$ cat src/hdl/cpa_pkg.sv
// shared constants, angle table and stage payload type for the phase angle pipeline
package cpa_pkg;

  // cordic iteration count and the length of the arctangent table
  localparam int CORDIC_STEPS = 16;
  localparam int TABLE_LEN    = 24;
  localparam int STEPS        = (CORDIC_STEPS > TABLE_LEN) ? TABLE_LEN : CORDIC_STEPS;

  // datapath widths: inputs carry 8 guard bits, angle in units of 2^-16 rad
  localparam int IN_W    = 16;
  localparam int GUARD_W = 8;
  localparam int XW      = 28;
  localparam int ZW      = 21;
  localparam int OUT_W   = 16;

  localparam logic signed [ZW-1:0]    ANGLE_PI = ZW'(205887);
  localparam logic signed [OUT_W-1:0] PHASE_PI = OUT_W'(25736);
  localparam logic signed [ZW-1:0]    ROUND_HALF = ZW'(4);
  localparam int                      OUT_SHIFT  = 3;

  // round(atan(2^-i) * 65536)
  localparam logic signed [ZW-1:0] ATAN_TABLE [TABLE_LEN] = '{
    ZW'(51472), ZW'(30386), ZW'(16055), ZW'(8150), ZW'(4091), ZW'(2047),
    ZW'(1024),  ZW'(512),   ZW'(256),   ZW'(128),  ZW'(64),   ZW'(32),
    ZW'(16),    ZW'(8),     ZW'(4),     ZW'(2),    ZW'(1),    ZW'(0),
    ZW'(0),     ZW'(0),     ZW'(0),     ZW'(0),    ZW'(0),    ZW'(0)
  };

  // payload carried from stage to stage
  typedef struct packed {
    logic [XW-1:0] x;
    logic [XW-1:0] y;
    logic [ZW-1:0] z;
    logic          im_zero;
    logic          re_neg;
    logic          last;
  } cpa_vec_t;

endpackage

$ cat src/hdl/cpa_prerot.sv
// input stage: guard scaling and quadrant pre-rotation
module cpa_prerot import cpa_pkg::*; (
  input  logic                    clk,
  input  logic                    rst,
  input  logic                    in_valid,
  output logic                    in_ready,
  input  logic signed [IN_W-1:0]  real_part,
  input  logic signed [IN_W-1:0]  imag_part,
  input  logic                    last_in,
  output logic                    vld,
  input  logic                    down_ready,
  output cpa_vec_t                dat
);

  logic signed [XW-1:0] x_ext;
  logic signed [XW-1:0] y_ext;
  logic                 re_neg;
  logic                 im_pos;
  cpa_vec_t             dat_next;

  assign in_ready = !vld || down_ready;

  always_comb begin
    x_ext  = {{(XW-IN_W-GUARD_W){real_part[IN_W-1]}}, real_part, {GUARD_W{1'b0}}};
    y_ext  = {{(XW-IN_W-GUARD_W){imag_part[IN_W-1]}}, imag_part, {GUARD_W{1'b0}}};
    re_neg = real_part[IN_W-1];
    im_pos = !imag_part[IN_W-1] && (imag_part != '0);
    dat_next.im_zero = (imag_part == '0);
    dat_next.re_neg  = re_neg;
    dat_next.last    = last_in;
    if (re_neg) begin
      // turn by pi so the vector lies in the right half plane
      dat_next.x = -x_ext;
      dat_next.y = -y_ext;
      dat_next.z = im_pos ? ANGLE_PI : -ANGLE_PI;
    end else begin
      dat_next.x = x_ext;
      dat_next.y = y_ext;
      dat_next.z = '0;
    end
  end

  always_ff @(posedge clk) begin
    if (rst) begin
      vld <= 1'b0;
    end else if (in_ready) begin
      vld <= in_valid;
    end
  end

  always_ff @(posedge clk) begin
    if (in_ready) begin
      dat <= dat_next;
    end
  end

endmodule

$ cat src/hdl/cpa_cordic.sv
// unrolled cordic vectoring pipeline, one micro-rotation per stage
module cpa_cordic import cpa_pkg::*; (
  input  logic     clk,
  input  logic     rst,
  input  logic     in_valid,
  output logic     in_ready,
  input  cpa_vec_t in_dat,
  output logic     out_valid,
  input  logic     out_ready,
  output cpa_vec_t out_dat
);

  logic     vld [STEPS+1];
  cpa_vec_t dat [STEPS+1];
  logic     go  [STEPS+1];

  assign vld[0]    = in_valid;
  assign dat[0]    = in_dat;
  assign in_ready  = go[1];
  assign out_valid = vld[STEPS];
  assign out_dat   = dat[STEPS];
  assign go[0]     = go[1];

  for (genvar k = 1; k <= STEPS; k++) begin : g_stage
    localparam int SH = k - 1;
    logic signed [XW-1:0] xs;
    logic signed [XW-1:0] ys;
    logic signed [XW-1:0] xsh;
    logic signed [XW-1:0] ysh;
    logic signed [ZW-1:0] zs;
    cpa_vec_t             dat_next;

    if (k == STEPS) begin : g_last
      assign go[k] = !vld[k] || out_ready;
    end else begin : g_mid
      assign go[k] = !vld[k] || go[k+1];
    end

    always_comb begin
      xs  = $signed(dat[k-1].x);
      ys  = $signed(dat[k-1].y);
      zs  = $signed(dat[k-1].z);
      xsh = xs >>> SH;
      ysh = ys >>> SH;
      dat_next = dat[k-1];
      // y at or above zero turns clockwise
      if (!ys[XW-1]) begin
        dat_next.x = xs + ysh;
        dat_next.y = ys - xsh;
        dat_next.z = zs + ATAN_TABLE[SH];
      end else begin
        dat_next.x = xs - ysh;
        dat_next.y = ys + xsh;
        dat_next.z = zs - ATAN_TABLE[SH];
      end
    end

    always_ff @(posedge clk) begin
      if (rst) begin
        vld[k] <= 1'b0;
      end else if (go[k]) begin
        vld[k] <= vld[k-1];
      end
    end

    always_ff @(posedge clk) begin
      if (go[k]) begin
        dat[k] <= dat_next;
      end
    end
  end

endmodule

$ cat src/hdl/cpa_round.sv
// output stage: rounding to q3.13, saturation and axis cases
module cpa_round import cpa_pkg::*; (
  input  logic                    clk,
  input  logic                    rst,
  input  logic                    in_valid,
  output logic                    in_ready,
  input  cpa_vec_t                in_dat,
  output logic                    out_valid,
  input  logic                    out_ready,
  output logic signed [OUT_W-1:0] phase,
  output logic                    last_out
);

  logic signed [ZW-1:0]    z_rnd;
  logic signed [ZW-1:0]    z_sh;
  logic signed [OUT_W-1:0] phase_next;

  assign in_ready = !out_valid || out_ready;

  always_comb begin
    z_rnd = $signed(in_dat.z) + ROUND_HALF;
    z_sh  = z_rnd >>> OUT_SHIFT;
    if (in_dat.im_zero) begin
      phase_next = in_dat.re_neg ? PHASE_PI : '0;
    end else if (z_sh > ZW'(PHASE_PI)) begin
      phase_next = PHASE_PI;
    end else if (z_sh < -ZW'(PHASE_PI)) begin
      phase_next = -PHASE_PI;
    end else begin
      phase_next = z_sh[OUT_W-1:0];
    end
  end

  always_ff @(posedge clk) begin
    if (rst) begin
      out_valid <= 1'b0;
    end else if (in_ready) begin
      out_valid <= in_valid;
    end
  end

  always_ff @(posedge clk) begin
    if (in_ready) begin
      phase    <= phase_next;
      last_out <= in_dat.last;
    end
  end

endmodule

$ cat src/hdl/complex_phase_angle.sv
// top level: phase angle atan2(imag, real) of one complex sample per transaction
// pipeline: pre-rotation register, one register per cordic micro-rotation, then the
//   rounding and saturation register
// throughput: one transaction per cycle while out_ready is high; every stage has its own valid
//   and its ready ripples back combinationally from out_ready, so bubbles are squeezed out on a stall
// reset: synchronous, active high; clears every stage valid, data registers keep state
module complex_phase_angle import cpa_pkg::*; (
  input  logic                    clk,
  input  logic                    rst,
  input  logic                    in_valid,
  output logic                    in_ready,
  input  logic signed [IN_W-1:0]  real_part,
  input  logic signed [IN_W-1:0]  imag_part,
  input  logic                    last_in,
  output logic                    out_valid,
  input  logic                    out_ready,
  output logic signed [OUT_W-1:0] phase,
  output logic                    last_out
);

  // pre-rotation stage to cordic pipeline
  logic     pre_vld;
  logic     pre_rdy;
  cpa_vec_t pre_dat;

  // cordic pipeline to output stage
  logic     cor_vld;
  logic     cor_rdy;
  cpa_vec_t cor_dat;

  // scale by 256, fold the left half plane over by pi
  cpa_prerot u_prerot (
    .clk        (clk),
    .rst        (rst),
    .in_valid   (in_valid),
    .in_ready   (in_ready),
    .real_part  (real_part),
    .imag_part  (imag_part),
    .last_in    (last_in),
    .vld        (pre_vld),
    .down_ready (pre_rdy),
    .dat        (pre_dat)
  );

  // vectoring iterations drive y towards zero and accumulate the angle in z
  cpa_cordic u_cordic (
    .clk       (clk),
    .rst       (rst),
    .in_valid  (pre_vld),
    .in_ready  (pre_rdy),
    .in_dat    (pre_dat),
    .out_valid (cor_vld),
    .out_ready (cor_rdy),
    .out_dat   (cor_dat)
  );

  // round half up to q3.13, clamp to +-pi, and settle the real axis exactly
  cpa_round u_round (
    .clk       (clk),
    .rst       (rst),
    .in_valid  (cor_vld),
    .in_ready  (cor_rdy),
    .in_dat    (cor_dat),
    .out_valid (out_valid),
    .out_ready (out_ready),
    .phase     (phase),
    .last_out  (last_out)
  );

  // a delivered angle never leaves the closed range -pi..pi
  a_phase_range: assert property (@(posedge clk) disable iff (rst)
    out_valid |-> (phase <= PHASE_PI && phase >= -PHASE_PI))
    else $error("phase out of range");

  // reset empties the pipeline
  a_reset_empty: assert property (@(posedge clk)
    rst |=> (!out_valid && !pre_vld && !cor_vld))
    else $error("valid after reset");

  // an empty input stage always takes a transaction
  a_ready_when_empty: assert property (@(posedge clk) disable iff (rst)
    !pre_vld |-> in_ready)
    else $error("input stalled while first stage empty");

  // a sample on the real axis comes out as zero or pi only
  a_axis_result: assert property (@(posedge clk) disable iff (rst)
    (cor_vld && cor_rdy && cor_dat.im_zero) |=>
      (phase == PHASE_PI || phase == '0))
    else $error("real axis sample gave an off-axis angle");

endmodule
$ cat config.mk
export PLATFORM = sky130hd
export DESIGN_NAME = complex_phase_angle
export DESIGN_NICKNAME = d
export VERILOG_FILES = /design/src/hdl/cpa_pkg.sv /design/src/hdl/cpa_prerot.sv /design/src/hdl/cpa_cordic.sv /design/src/hdl/cpa_round.sv /design/src/hdl/complex_phase_angle.sv
export SDC_FILE = /design/constraint.sdc
export NUM_CORES = 2
export LEC_CHECK = 0
export BUFFER_PORTS_ARGS = -buffer_cell sky130_fd_sc_hd__clkbuf_2
export CAP_MARGIN = 30
export CORE_ASPECT_RATIO = 0.9
export CORE_MARGIN = 3
export CORE_UTILIZATION = 36
export CTS_CLUSTER_DIAMETER = 120
export DETAILED_ROUTE_END_ITERATION = 16
export PLACE_DENSITY = 0.53
export SLEW_MARGIN = 20
export SYNTH_ARGS = -nofsm -noshare
export SYNTH_HDL_FRONTEND = slang
export SYNTH_SLANG_ARGS = --single-unit
$ cat constraint.sdc
create_clock -name clk -period 9.24 [get_ports clk]
set_clock_uncertainty 0.05 [all_clocks]
set_input_delay 0.462 -clock clk [delete_from_list [all_inputs] [get_ports clk]]
set_output_delay 0.462 -clock clk [all_outputs]
set_load 0.05 [all_outputs]
== Word level (Yosys, flattened, before mapping) ==
Index checks and enable logic that the tools add are counted.

* Input bits: 37
* Register bits after elaboration: 1,311

* Muxes and demuxes: 22
* Reduce and logical (&&, ||, !) cells: 40
* $add $sub $neg: 92
* $lt $le $gt $ge: 2

{| class="wikitable"
|+ Operators by type and width
! operator !! number
|-
| $mux W77 || 14
|-
| $mux W72 || 1
|-
| $add A28 B15 Y28 || 2
|-
| $add A28 B16 Y28 || 2
|-
| $add A28 B17 Y28 || 2
|-
| $add A28 B18 Y28 || 2
|-
| $add A28 B19 Y28 || 2
|-
| $add A28 B20 Y28 || 2
|-
| $add A28 B21 Y28 || 2
|-
| $add A28 B22 Y28 || 2
|-
| $add A28 B23 Y28 || 2
|-
| $add A28 B24 Y28 || 2
|-
| $add A28 B25 Y28 || 2
|-
| $add A28 B26 Y28 || 2
|-
| $add A28 B27 Y28 || 2
|-
| $neg A24 Y28 || 2
|-
| $sub A28 B15 Y28 || 2
|-
| $sub A28 B16 Y28 || 2
|-
| $sub A28 B17 Y28 || 2
|-
| $sub A28 B18 Y28 || 2
|-
| $sub A28 B19 Y28 || 2
|-
| $sub A28 B20 Y28 || 2
|-
| $sub A28 B21 Y28 || 2
|-
| $sub A28 B22 Y28 || 2
|-
| 50 further kinds || 97
|}

== Logic depth before layout (Yosys ltp) ==
* Word-level depth: 19
* Gate-level depth with buffers: 19
* Depth with buffers taken out: 19

== Modules after synthesis ==
From an unflattened synthesis, not the netlist that was laid out.

* Cells, all modules: 11,205
* Area, all modules: 108,891.9 um2

{| class="wikitable"
|+ Modules (own cells, without submodules)
! module !! instances !! area an instance (um2) !! cells an instance
|-
| cpa_cordic || 1 || 104,793.0 || 10,827
|-
| cpa_prerot || 1 || 2,368.5 || 188
|-
| cpa_round || 1 || 1,730.4 || 190
|}

== Least setup slack after synthesis ==
No wires, ideal clock.

* Path kind: register to output
* From: register u_round.out_valid
* To: output in_ready
* Path buffers: 1
* Data required time: 8.728 ns
* Setup slack: 0.077 ns
* Cell stages (with the launch flop): 11
* Arrival time: 8.651 ns
* Cell sequence: dfxtp_1 > and2b_1 > inv_1 > nor3_2 > nand4_1 > nor3_1 > and3_1 > and2_1 > buf_2 > nand4_1 > or2_2

{| class="wikitable"
|+ RTL lines
! item !! RTL line !! text
|-
| start: declaration || cpa_round.sv:8 || <nowiki>output logic out_valid,</nowiki>
|-
| start signal: assignment || cpa_round.sv:38 || <nowiki>out_valid <= in_valid;</nowiki>
|-
| end: declaration || complex_phase_angle.sv:11 || <nowiki>output logic in_ready,</nowiki>
|}

==> impl_results.md <==
- Yosys cell types: 90
- Final HPWL DP: ~200000 um
- Worst hold start: out_ready
- Slew at the pin with the worst max-slew slack: between 0.9 and 1 ns
- Clock latency on the worst-skew pair: about 0.83 ns
- PortBufs: 55
- Initial core utilization: 0.363
- Post-CTS resize count: 0
- Maximum net fanout on the critical path: 62
- TritonCTS clock tree: built
- Routability congestion estimate: 0.892
- Fin nets: between 10000 and 15000
- Critical Path Sink Type: primary output
- Post-DR vias/cell: 5.45
- CTS Root Cell: clkbuf_16
- Portion of the post-synthesis area used by sequential elements: 0.377
- Number of global-route vias before repair: approximately 68000
- Core area: 256000 um^2
- Required time of the critical path: 8.73 ns
- Setup CP Type: register to primary output
- Largest incremental delay on the critical path: between 0.6 and 0.7 ns
- Worst reg2reg startpoint: u_cordic.g_stage[13].xs[15]
- Critical Path Slowest Stage Cell: nor3_1
- GRT Total Usage: 0.184
- Cell row count: 176
- Syn Inst Count: slightly below 10000
- Setup repair after global routing missed its margin: false
- I/O pin count: 56
- Post-detailed-routing wire length: about 250000 um
- Final setup fails: 0
- Setup total negative slack: 0 ns
- Remaining routing DRC violations: 0
- Full die area: 264000 um^2
- Count of H-tree levels built during CTS: 4
- Share of post-route cells with drive strength above 1: 0.0452
- Crit path from: u_round.out_valid
- Post-route antenna net violation count: 0
- Run status: complete, no violations
- Clock tree buffer depth: 4
- Max Freq: 0.168 GHz
- Antenna violations before repair: 11
- Mean instance size in the synthesized netlist: between 9 and 10 um^2
- Post-synth design cell area: between 90000 and 100000 um^2
- Share of the clock period used by the worst path after layout: 0.646
- Number of hold buffers added after cts: 38
- Hold Vio Cnt, Final: 0
- CTS sink count: roughly 1200
- Total iterations of the first detailed-routing run: 6
- Number of enable-type register cells in the synthesized netlist: 1155
- Hold/Removal Path Class: input pin to register
- Iteration-0 DRC count of the detailed router: roughly 5400
- Remaining Overflow, GRT: 0
- Post-layout min period: 5.97 ns
- Worst-case headroom to the max-slew limit: 0.329
- First-pass GRT wire length: 391000 um
- Routed wirelength normalized by instance count: around 19 um
- Yosys Warn Count: 0
- Largest net degree at the start of global routing: 80
- Number of buffers and inverters on the critical path: 4
- Worst setup SP type: register
- Fraction of registers with async set/reset: 0
- Setup repair bufs after CTS: 0
- Chain of cells forming the critical path: and2b_1 -> inv_1 -> nor3_2 -> nand4_1 -> buf_4 -> nor3_1 -> and3_1 -> and2_1 -> nand4_1 -> buf_4 -> or2_2 -> clkbuf_2
- Dominant delay contributor by cell family on the critical path: simple AND/OR/NAND/NOR gates
- Final Slew Violations: 0
- Routed via count: just over 70000
- Max-cap check violation count: 0
- Endpoint arrival time on the critical path: roughly 5.5 ns
- Flip-flop and latch count after synthesis: 1173
- Prevailing post-synth register cell: edfxtp_1
- Clock-pin slew of the registers on the worst-case setup and hold paths: 0.06 ns
- Die boundary height: around 490 um
- Signed area change from the synthesized netlist to the final layout: 10.4%
- Clock buffers created by TritonCTS: between 100 and 150
- Floorplan die width: 542 um
[through the flow]
stage	instances	hold slack, ns	worst slack (ns)	util	area [um^2]
after floorplan	9638	0.350	0.0772	-	93000
after global placement	13000	0.351	3.75	0.379	97300
after detailed placement	13000	0.355	3.68	0.380	97300
after CTS	13300	0.0979	3.14	0.400	102000
after global routing	13300	0.153	2.75	0.400	103000
final	13300	0.165	3.27	0.400	103000
[path summary, 6_finish.rpt]
path                                  to  slack (ns)  depth (start not counted)
max                             in_ready        3.27                         12
min                    u_round.out_valid        0.17                          4
max reg2reg  u_cordic.g_stage[14].ys[27]        3.93                         17
min reg2reg            u_cordic.dat[160]        0.33                          0
[routing by layer]
| layer | GRT usage | vias up | routed length, um |
|---|---|---|---|
| li1 | - | 35900 | - |
| met1 | 0.262 | 34700 | 120000 |
| met2 | 0.302 | 1526 | 115000 |
| met3 | 0.0195 | 308 | 11100 |
| met4 | 0.0402 | 0 | 5360 |
| met5 | 0 | - | 0 |
[Yosys cell counts (all sizes together) (42+ instances only)]
master	n	area (um^2)
o21a	136	1020
nor2	1026	3850
nor4	95	607
nor2b	127	795
clkbuf	122	458
o31ai	52	390
o211ai	59	443
a211oi	96	721
o41ai	59	532
ha	1012	12700
xor2	457	4000
a31oi	100	626
a21oi	891	4460
and2	68	425
nand2b	117	732
nand4	56	350
a21boi	42	315
edfxtp	1155	34700
xnor2	842	7370
nor3	314	1580
o21bai	118	886
nand2	463	1740
nand3	171	856
a21o	279	2090
or3	86	538
inv	498	1870
o21ai	467	2340
and3	102	643
[final cells by class]
| class | count | area [um^2] |
|---|---|---|
| antenna | 3 | 7.51 |
| clock buffer | 178 | 3860 |
| clock inverter | 79 | 936 |
| fill | 25100 | 154000 |
| inverter | 500 | 1880 |
| multi-input combinational | 7819 | 55600 |
| sequential | 1173 | 35000 |
| tap | 3382 | 4230 |
| timing repair buffer | 140 | 1080 |
[flip-flops by register name, summed over array words and instances, names as in the netlist]
name / count
u_cordic.dat: 45
u_cordic.g_stage.xs: 352
u_cordic.g_stage.ys: 371
u_cordic.g_stage.zs: 302
u_cordic.out_dat: 22
u_cordic.out_valid: 1
u_cordic.vld: 15
u_prerot.dat: 46
u_prerot.vld: 1
u_round.last_out: 1
u_round.out_valid: 1
u_round.phase: 16
[cell families (layout without fill, tap and decap cells)]
kind of cell,Yosys count,after routing,share of synthesized area
fa+ha+maj,1053,1053,0.145
buf+inv,646,897,0.0261
flops,1173,1173,0.377
xor+xnor,1299,1299,0.122
simple gates,2800,2800,0.145
other cells,1,7,0.0000403
compound gates,2614,2614,0.179
mux,49,49,0.00556
[worst min-delay path, delay by kind of cell]
kind	cells	cell delay (ns)
buf+inv	1	0.14
simple gates	3	0.39
[layout by cell type (no fill, tap or decap), drive strengths merged, types with 171 or more instances in the layout]
cell    synthesis  routed
inv           498     502
ha           1012    1012
nand3         171     171
edfxtp       1155    1155
clkbuf        122     237
xnor2         842     842
o21ai         467     467
nor2         1026    1026
nand2         463     463
nor3          314     314
a21oi         891     891
xor2          457     457
a21o          279     279
Power is not shown: default switching activity piles up to over one toggle a cycle in this logic, so the estimate is an artifact.
